$ cat config.mk
export PLATFORM = sky130hd
export DESIGN_NAME = qpp_step_count
export DESIGN_NICKNAME = d
export VERILOG_FILES = /design/src/design/qpp_pkg.sv /design/src/design/qpp_step_count.sv
export SDC_FILE = /design/constraint.sdc
export NUM_CORES = 1
export LEC_CHECK = 0
export BUFFER_PORTS_ARGS = -buffer_cell sky130_fd_sc_hd__buf_2
export CORE_UTILIZATION = 30
export DETAILED_ROUTE_END_ITERATION = 12
export PLACE_DENSITY = 0.58
export SYNTH_ARGS = -nofsm -noshare
export SYNTH_HDL_FRONTEND = slang
export SYNTH_SLANG_ARGS = --single-unit
$ cat constraint.sdc
create_clock -name vclk -period 5.7
set_input_delay 0.57 -clock vclk [all_inputs]
set_output_delay 0.57 -clock vclk [all_outputs]
set_load 0.01 [all_outputs]
$ cat src/design/qpp_pkg.sv
// Shared types, widths and codes for the quadrature position PID block.
// Used by the channel interfaces and by every qpp module; depends on nothing.
`default_nettype none

package qpp_pkg;

   // Field widths.
   localparam int FUNC_W     = 2;
   localparam int POS_W      = 32;
   localparam int GAIN_W     = 32;
   localparam int DUTY_W     = 8;
   localparam int ERR_W      = POS_W + 1;
   localparam int ACC_BITS   = 48;
   localparam int FRAC_BITS  = 16;
   localparam int INT_W      = ACC_BITS - FRAC_BITS;
   localparam int PROD_W     = ERR_W + GAIN_W;
   localparam int SUM_W      = PROD_W + 2;

   // Configuration port.
   localparam int CSR_IDX_W  = 2;
   localparam int CSR_DATA_W = GAIN_W;

   localparam logic [CSR_IDX_W-1:0] CSR_GAIN_NOW   = 2'd0;
   localparam logic [CSR_IDX_W-1:0] CSR_GAIN_PREV  = 2'd1;
   localparam logic [CSR_IDX_W-1:0] CSR_GAIN_PREV2 = 2'd2;
   localparam logic [CSR_IDX_W-1:0] CSR_PWM_RANGE  = 2'd3;

   localparam logic signed [GAIN_W-1:0] GAIN_NOW_RESET   = 32'sd55828;
   localparam logic signed [GAIN_W-1:0] GAIN_PREV_RESET  = -32'sd55827;
   localparam logic signed [GAIN_W-1:0] GAIN_PREV2_RESET = 32'sd0;
   localparam logic [DUTY_W-1:0]        PWM_RANGE_RESET  = 8'd100;

   // Function codes of an input word.
   localparam logic [FUNC_W-1:0] FUNC_EDGE   = 2'd0;
   localparam logic [FUNC_W-1:0] FUNC_TICK   = 2'd1;
   localparam logic [FUNC_W-1:0] FUNC_TARGET = 2'd2;

   typedef struct packed {
      logic signed [GAIN_W-1:0] gain_now;
      logic signed [GAIN_W-1:0] gain_prev;
      logic signed [GAIN_W-1:0] gain_prev2;
      logic [DUTY_W-1:0]        pwm_range;
   } cfg_type;

   typedef struct packed {
      logic signed [ERR_W-1:0]    err;
      logic signed [ACC_BITS-1:0] acc;
      logic [DUTY_W-1:0]          duty_fwd;
      logic [DUTY_W-1:0]          duty_rev;
   } pid_result_type;

endpackage

`default_nettype wire

$ cat src/design/qpp_step_count.sv
// Quadrature decode: the next encoder count for one edge word.
// Depends on qpp_pkg.
`default_nettype none

module qpp_step_count import qpp_pkg::*; (
   input  wire logic                    enc_a,
   input  wire logic                    enc_b,
   input  wire logic                    edge_on_b,
   input  wire logic signed [POS_W-1:0] count,
   output logic signed [POS_W-1:0]      count_next
);

   logic levels_differ;
   logic step_up;

   // An edge on B counts up when the levels differ; an edge on A when they match.
   assign levels_differ = enc_a ^ enc_b;
   assign step_up       = edge_on_b ? levels_differ : !levels_differ;
   assign count_next    = step_up ? count + POS_W'(1) : count - POS_W'(1);

endmodule

`default_nettype wire

==> reports/summary.txt <==
Final period util: 66.6%
crit path time final: 3800 ps
area delta synth->final: 14.7%
Lkg Pwr: 0.000682 uW
post-CTS setup repair buffer count: 0
status: complete, no violations
vias in the first global route: 2009
Worst Tran Pin Value: 906 ps
combinational share of power: 100.0%
crit-path leading delay family: simple AND/OR/NAND/NOR gates
global-route wire length before repair: 9600 microns
DR iter-0 viols: 236
remaining global-route overflow: 0
Clk network pwr share: 0%
Max VDD drop: 0.0000553 V
Final TNS setup: 0 ps
CP max FO: 9
# rows: 27
Resized Gates After CTS: 0
Sequential Area: 0 sq um
sw frac: 61.6%
post-synthesis compound-gate area fraction: 16.9%
Synth Area in Simple Gates: 45.3%
ranking of synthesized cells by area: xnor2_1, nor4_1, nand4_1
Slowest cell on crit path: nor4_1
# diodes: 0
post-synthesis mux area share: 4.62%
nets: 341
CP max stage delay: 430 ps
Synth Instances: 267
main combinational cell family by area after synthesis: simple AND/OR/NAND/NOR gates
syn nets: 303
adder-cell share of the synthesized area: 0.722%
iteration count of the initial detailed-routing pass: 4
DRC violations left: 0
die area: 0.00608 sq mm
RSZ-0062 raised after global routing: false
mapped cell area: 0.00173 sq mm
count leader, synth: xnor2_1
Final setup viols: 0
GPL Wtd Cong: 0.924
required time of the critical path: 5130 ps
total of max-cap violations: 0
CP cell instances: buf_2, xnor3_1, xnor2_1, ha_1, nand4_1, nor4_1, nand3_1, a21oi_1, nor3_1, nor4b_1, buf_2
vias per inst: 5.87
HPWL Detailed: 4470 microns
CP dominant cell by count: buf_2
Critical Path End Type: primary output
Buffers on Ports: 67
clkbuf count: 0
post-synthesis sequential area ratio: 0%
share of layout cells above drive strength 1: 24.8%
sequential share of power: 0%
CTS hold repair buffers: 0
Core Util, Final: 35.9%
YS warnings: 0
startpoint types: input pin
Tightest Hold Check Type: input pin to primary output
mean routed wirelength per cell: 15.8 microns
Max-slew headroom: 39.0%
fmax: 0.263 GHz
Avg Inst Size Synth: 6.49 sq um
vias: 2201
# IOs: 67
starting density of the core: 31.3%
Internal: 80.2 uW
Die W: 78 microns
pwr dens: 105 mW/mm^2
Buffers & Inverters on Critical Path: 2
initial antenna violation count: 0
overall routed net length: 5930 microns
GRT Overall Usage: 19.0%
final hold violation count: 0
CP arrival: 3230 ps
post-synth top area cell: xnor2_1
WHS: 1400 ps
commonest cells in the netlist: xnor2_1, nor4_1, nand2_1, nor2_1, nor3_1
post-route ant nets: 0
top-area cell type share of the netlist area: 15.2%
XOR/XNOR Fraction of Synth Area: 20.9%
Die H: 78 microns
Netlist cell types: 51
largest net degree at the start of global routing: 40
layout sequential cell count: 0
crit path kind: input pin to primary output
max-slew violation count: 0
total net switching power: 129 uW
CORE AREA: 0.00554 sq mm
[per-stage QoR]
stage                     total power [uW]  instances  setup WS (ps)  instance area, sq um
after floorplan                        149        267           1520                  1730
after global placement                 209        375           1980                  1990
after detailed placement               208        375           1920                  1990
after CTS                              209        375           1890                  1990
after global routing                   228        375           1620                  1990
final                                  209        375           1900                  1990
[placed cells by master, fill, tap and decap left out, drive strengths merged, types with 4 or more instances in the layout]
| master | instances |
|---|---|
| nor4 | 25 |
| nand2 | 20 |
| buf | 69 |
| xor2 | 6 |
| nand4 | 15 |
| nand3 | 13 |
| inv | 4 |
| a21oi | 13 |
| nor2 | 20 |
| mux2i | 8 |
| xnor2 | 30 |
| and2 | 4 |
| nor3 | 17 |
| a31oi | 6 |
| o21ai | 6 |
| or4 | 9 |
[routing by layer]
metal / wire length [microns] / vias up / GRT usage (%)
met4: 134 / 0 / 4.81
met5: 0 / - / 0
met3: 468 / 14 / 2.59
li1: - / 1084 / -
met2: 2700 / 97 / 30.5
met1: 2630 / 1006 / 26.4
[path summary, 6_finish.rpt]
path	endpoint	cells after the start	start	slack [ps]
worst min-delay path	count_next[31]	3	count[31]	1400
worst max-delay path	count_next[24]	11	edge_on_b	1900
[tightest hold or removal path: stages]
cell    delay (ps)
buf_2           80
xor2_1          50
buf_2          130
[power groups by stage]
stage | sequential [uW] | clock [uW] | combinational (uW)
4_1_cts | 0 | 0 | 209
2_1_floorplan | 0 | 0 | 149
6_report | 0 | 0 | 209
3_5_place_dp | 0 | 0 | 208
3_3_place_gp | 0 | 0 | 209
5_1_grt | 0 | 0 | 228
[layout make-up]
type / count / area [sq um]
tap: 72 / 90.1
inverter: 4 / 15.0
fill: 626 / 3550
timing repair buffer: 69 / 350
multi-input combinational: 230 / 1530
[cell families (layout without fill, tap and decap cells)]
family          after synthesis  in the layout
fa+ha+maj                     1              1
buf+inv                      37             73
xor+xnor                     38             38
compound gates               44             44
simple gates                139            139
mux                           8              8
No activity file was read; power rests on OpenSTA's default activity.
