<file path="src/design/qpp_pkg.sv">
// Shared types, widths and codes for the quadrature position PID block.
// Used by the channel interfaces and by every qpp module; depends on nothing.
`default_nettype none

package qpp_pkg;

   // Field widths.
   localparam int FUNC_W     = 2;
   localparam int POS_W      = 32;
   localparam int GAIN_W     = 32;
   localparam int DUTY_W     = 8;
   localparam int ERR_W      = POS_W + 1;
   localparam int ACC_BITS   = 48;
   localparam int FRAC_BITS  = 16;
   localparam int INT_W      = ACC_BITS - FRAC_BITS;
   localparam int PROD_W     = ERR_W + GAIN_W;
   localparam int SUM_W      = PROD_W + 2;

   // Configuration port.
   localparam int CSR_IDX_W  = 2;
   localparam int CSR_DATA_W = GAIN_W;

   localparam logic [CSR_IDX_W-1:0] CSR_GAIN_NOW   = 2'd0;
   localparam logic [CSR_IDX_W-1:0] CSR_GAIN_PREV  = 2'd1;
   localparam logic [CSR_IDX_W-1:0] CSR_GAIN_PREV2 = 2'd2;
   localparam logic [CSR_IDX_W-1:0] CSR_PWM_RANGE  = 2'd3;

   localparam logic signed [GAIN_W-1:0] GAIN_NOW_RESET   = 32'sd55828;
   localparam logic signed [GAIN_W-1:0] GAIN_PREV_RESET  = -32'sd55827;
   localparam logic signed [GAIN_W-1:0] GAIN_PREV2_RESET = 32'sd0;
   localparam logic [DUTY_W-1:0]        PWM_RANGE_RESET  = 8'd100;

   // Function codes of an input word.
   localparam logic [FUNC_W-1:0] FUNC_EDGE   = 2'd0;
   localparam logic [FUNC_W-1:0] FUNC_TICK   = 2'd1;
   localparam logic [FUNC_W-1:0] FUNC_TARGET = 2'd2;

   typedef struct packed {
      logic signed [GAIN_W-1:0] gain_now;
      logic signed [GAIN_W-1:0] gain_prev;
      logic signed [GAIN_W-1:0] gain_prev2;
      logic [DUTY_W-1:0]        pwm_range;
   } cfg_type;

   typedef struct packed {
      logic signed [ERR_W-1:0]    err;
      logic signed [ACC_BITS-1:0] acc;
      logic [DUTY_W-1:0]          duty_fwd;
      logic [DUTY_W-1:0]          duty_rev;
   } pid_result_type;

endpackage

`default_nettype wire

</file>
<file path="src/design/qpp_csr.sv">
// Configuration registers: gains and PWM range, written through a plain write port.
// Depends on qpp_pkg.
`default_nettype none

module qpp_csr import qpp_pkg::*; (
   input  wire logic                  clock,
   input  wire logic                  reset,
   input  wire logic                  csr_write,
   input  wire logic [CSR_IDX_W-1:0]  csr_index,
   input  wire logic [CSR_DATA_W-1:0] csr_data,
   output cfg_type                    cfg
);

   cfg_type cfg_ff, cfg_in;

   always_comb begin
      cfg_in = cfg_ff;
      if (csr_write) begin
         unique case (csr_index)
            CSR_GAIN_NOW:   cfg_in.gain_now   = csr_data;
            CSR_GAIN_PREV:  cfg_in.gain_prev  = csr_data;
            CSR_GAIN_PREV2: cfg_in.gain_prev2 = csr_data;
            CSR_PWM_RANGE:  cfg_in.pwm_range  = csr_data[DUTY_W-1:0];
            default:        cfg_in = cfg_ff;
         endcase
      end
   end

   always_ff @(posedge clock) begin
      if (reset) begin
         cfg_ff.gain_now   <= GAIN_NOW_RESET;
         cfg_ff.gain_prev  <= GAIN_PREV_RESET;
         cfg_ff.gain_prev2 <= GAIN_PREV2_RESET;
         cfg_ff.pwm_range  <= PWM_RANGE_RESET;
      end else begin
         cfg_ff <= cfg_in;
      end
   end

   assign cfg = cfg_ff;

endmodule

`default_nettype wire

</file>
<file path="config.mk">
export PLATFORM = sky130hd
export DESIGN_NAME = qpp_csr
export DESIGN_NICKNAME = d
export VERILOG_FILES = /design/src/design/qpp_pkg.sv /design/src/design/qpp_csr.sv
export SDC_FILE = /design/constraint.sdc
export NUM_CORES = 1
export LEC_CHECK = 0
export ABC_AREA = 1
export BUFFER_PORTS_ARGS = -buffer_cell sky130_fd_sc_hd__clkbuf_2
export CORE_ASPECT_RATIO = 0.9
export CORE_MARGIN = 2
export CORE_UTILIZATION = 56
export CTS_BUF_LIST = sky130_fd_sc_hd__clkbuf_2 sky130_fd_sc_hd__clkbuf_4 sky130_fd_sc_hd__clkbuf_8
export DETAILED_ROUTE_END_ITERATION = 10
export GPL_ROUTABILITY_DRIVEN = 0
export PLACE_DENSITY = 0.88
export SLEW_MARGIN = 20
export SYNTH_ARGS = -nofsm -noshare
export SYNTH_HDL_FRONTEND = slang
export SYNTH_SLANG_ARGS = --single-unit
</file>
<file path="constraint.sdc">
create_clock -name clock -period 2.8 [get_ports clock]
set_input_delay 0.56 -clock clock [delete_from_list [all_inputs] [get_ports clock]]
set_output_delay 0.56 -clock clock [all_outputs]
set_load 0.005 [all_outputs]
</file>
==> impl_metrics.toml <==
[clock_network]
clock-root-buffer = "clkbuf_8"
cts_buffers = 9
clk_pin_slew_ns = 0.09
cts-resized-gates = 0
cts_tree = "done"
clock_path_buffers = 2
htree_levels = 3
ctsHoldBuffers = 0
cts_setup_buffers = 0
worstSkewPairLatency_ns = 0.35
clock_sinks = 104

[place]
dp_hpwl_um = 7389
port-buffer-count = 140
postPlaceCellArea_sq_um = 4841
place_ws_ns = 0.8504

[logic_synthesis]
synth-seq-cells = 104
synth_fp_nets = 639
ys_types = 13
netlist_instances = 602
ys_seq_area_share_pct = 50.72
syn_area_per_cell_sq_um = 6.819
ys.warnings.count = 0
synth_area_sq_um = 4105

[die]
die_w_um = 94.25
die_h_um = 85.23
io_pins = 141
core-area_sq_um = 7076
die-area_sq_um = 8032
initial_utilization_pct = 58.02
num_rows = 29

[global_routing]
grt_pass1_vias = 3549
grt_overflow = 0
grt_usage_pct = 26.85
grt_max_degree = 105
antenna_found_initial = 0
grt_pass1_wl_um = 17110

[worst_setup_path]
cp-start-kind = "input pin"
r2r_start = "cfg[28]"
arrival_ns = 1.92
crit_type = "in2reg"
r2r-end = "cfg[28]"
crit_path_max_fanout = 59
critPathCapture = "cfg[52]"
startpoint = "csr_write"
timing.reg2reg.setup_slack_ns = 2.08
end_kind = "register"
ff2ff_path_depth = 4
worstPathRequired_ns = 3.10

[timing]
fin_crit_sh_pct = 58.18
period_minus_slack_ns = 1.629
clock-skew-final_ns = 0
hold_viol = 0
setup-violations-final = 0
rsz0062_at_grt = "no"
tns_ns = 0
finalMaxSlewViolations = 0
worst_pin_slew_ns = 0.5704
slew_headroom_pct = 61.97
max_freq_ghz = 0.6139
postLayoutSetupSlackWorst_ns = 1.171

[routing]
wire_per_inst_um = 12.97
drt_wl_total_um = 10650
drt-vias-per-instance = 4.909
vias = 4030
first_iter_violations = 219
dr.pass1.iters = 4
drc = 0
drtAntennaViolNets = 0

[power]
leakage_uw = 0.002866
powerDensity_nw_per_um2 = 610.8
irDropWorstVdd_mv = 0.3598

[run_status]
status = "finished clean"

[finish]
drive_gt1_share_pct = 23.21
stdcell_area_sq_um = 5095
synthToLayoutAreaGrowth_pct = 24.11
n_antenna_cell = 0
largest_reg_flops = 104
nets = 760
utilization_pct = 72.01

[job]
maxCapViolCount = 0

[hold_path]
holdPathStages = 3
hp-class = "in2reg"
[critical path: stages]
cell and delay [ns]:
clkbuf_2 0.13, buf_4 0.50, nand3_1 0.21, buf_4 0.25, nand2_1 0.10, nand2_1 0.06
nor2_1 0.10
[cell families after synthesis]
logic type | count (synthesis) | synth area share, %
flops | 104 | 50.72
simple gates | 363 | 35.51
compound gates | 25 | 3.048
buf+inv | 110 | 10.73
[cell usage after synthesis]
master      n  area share [%]
nand2_1   178              16
nor2_1    114              10
dfxtp_1   104              51
inv_1      70             6.4
nand3_1    69             8.4
a21oi_1    25             3.0
clkbuf_1   16             1.5
buf_2      13             1.6
buf_1       5            0.46
buf_4       3            0.55
inv_2       3            0.27
nand3_2     1            0.24
nor2_2      1            0.15
[through the flow]
step	power, uW	std cells	hold WS (ns)
after global placement	1984	805	0.4400
after detailed placement	2000	805	0.4560
final	3112	821	0.4277
after floorplan	1830	602	0.4526
after global routing	3243	821	0.4246
after CTS	3122	821	0.4213
[area by class of cell]
type / count / area [sq um]
clock buffers: 11 / 151.4
well taps: 93 / 116.4
fillers: 608 / 1981
clock inverters: 5 / 102.6
multi-input cells: 388 / 1590
repair buffers: 147 / 778.2
flip-flops and latches: 104 / 2082
inverters: 73 / 274.0
[how the worst min path moves through the flow]
stage | end | startpoint | slack (ns)
finish | cfg[67] | csr_data[27] | 0.43
detailed placement | cfg[84] | cfg[84] | 0.46
CTS | cfg[67] | csr_data[27] | 0.42
global route | cfg[67] | csr_data[27] | 0.42
global placement | cfg[87] | cfg[87] | 0.44
floorplan | cfg[74] | cfg[74] | 0.45
[layout by cell type (no fill, tap or decap), types with 5 or more instances in the layout]
cell type  Yosys  final
clkbuf_2       0    140
nand3_1       69     69
nor2_1       114    113
nand2_1      178    178
buf_4          3      5
a21oi_1       25     25
clkbuf_8       0     11
dfxtp_1      104    104
inv_1         70     70
[per-layer routing]
| layer | routed length, um | vias up | share of wire (%) | global-route usage [%] |
|---|---|---|---|---|
| met1 | 4700 | 1792 | 44 | 37.35 |
| met5 | 0 | - | 0 | 0 |
| met3 | 1097 | 9 | 10 | 7.726 |
| met2 | 4738 | 181 | 44 | 41.30 |
| met4 | 112 | 0 | 1.1 | 7.115 |
| li1 | - | 2048 | - | - |
[where the power goes]
group	internal, uW	switching [uW]	total, uW
combinational	145	225	370
clock	641	500	1140
sequential	1560	43.9	1600
total	2340	769	3110
(Power assumes the default switching activity.)
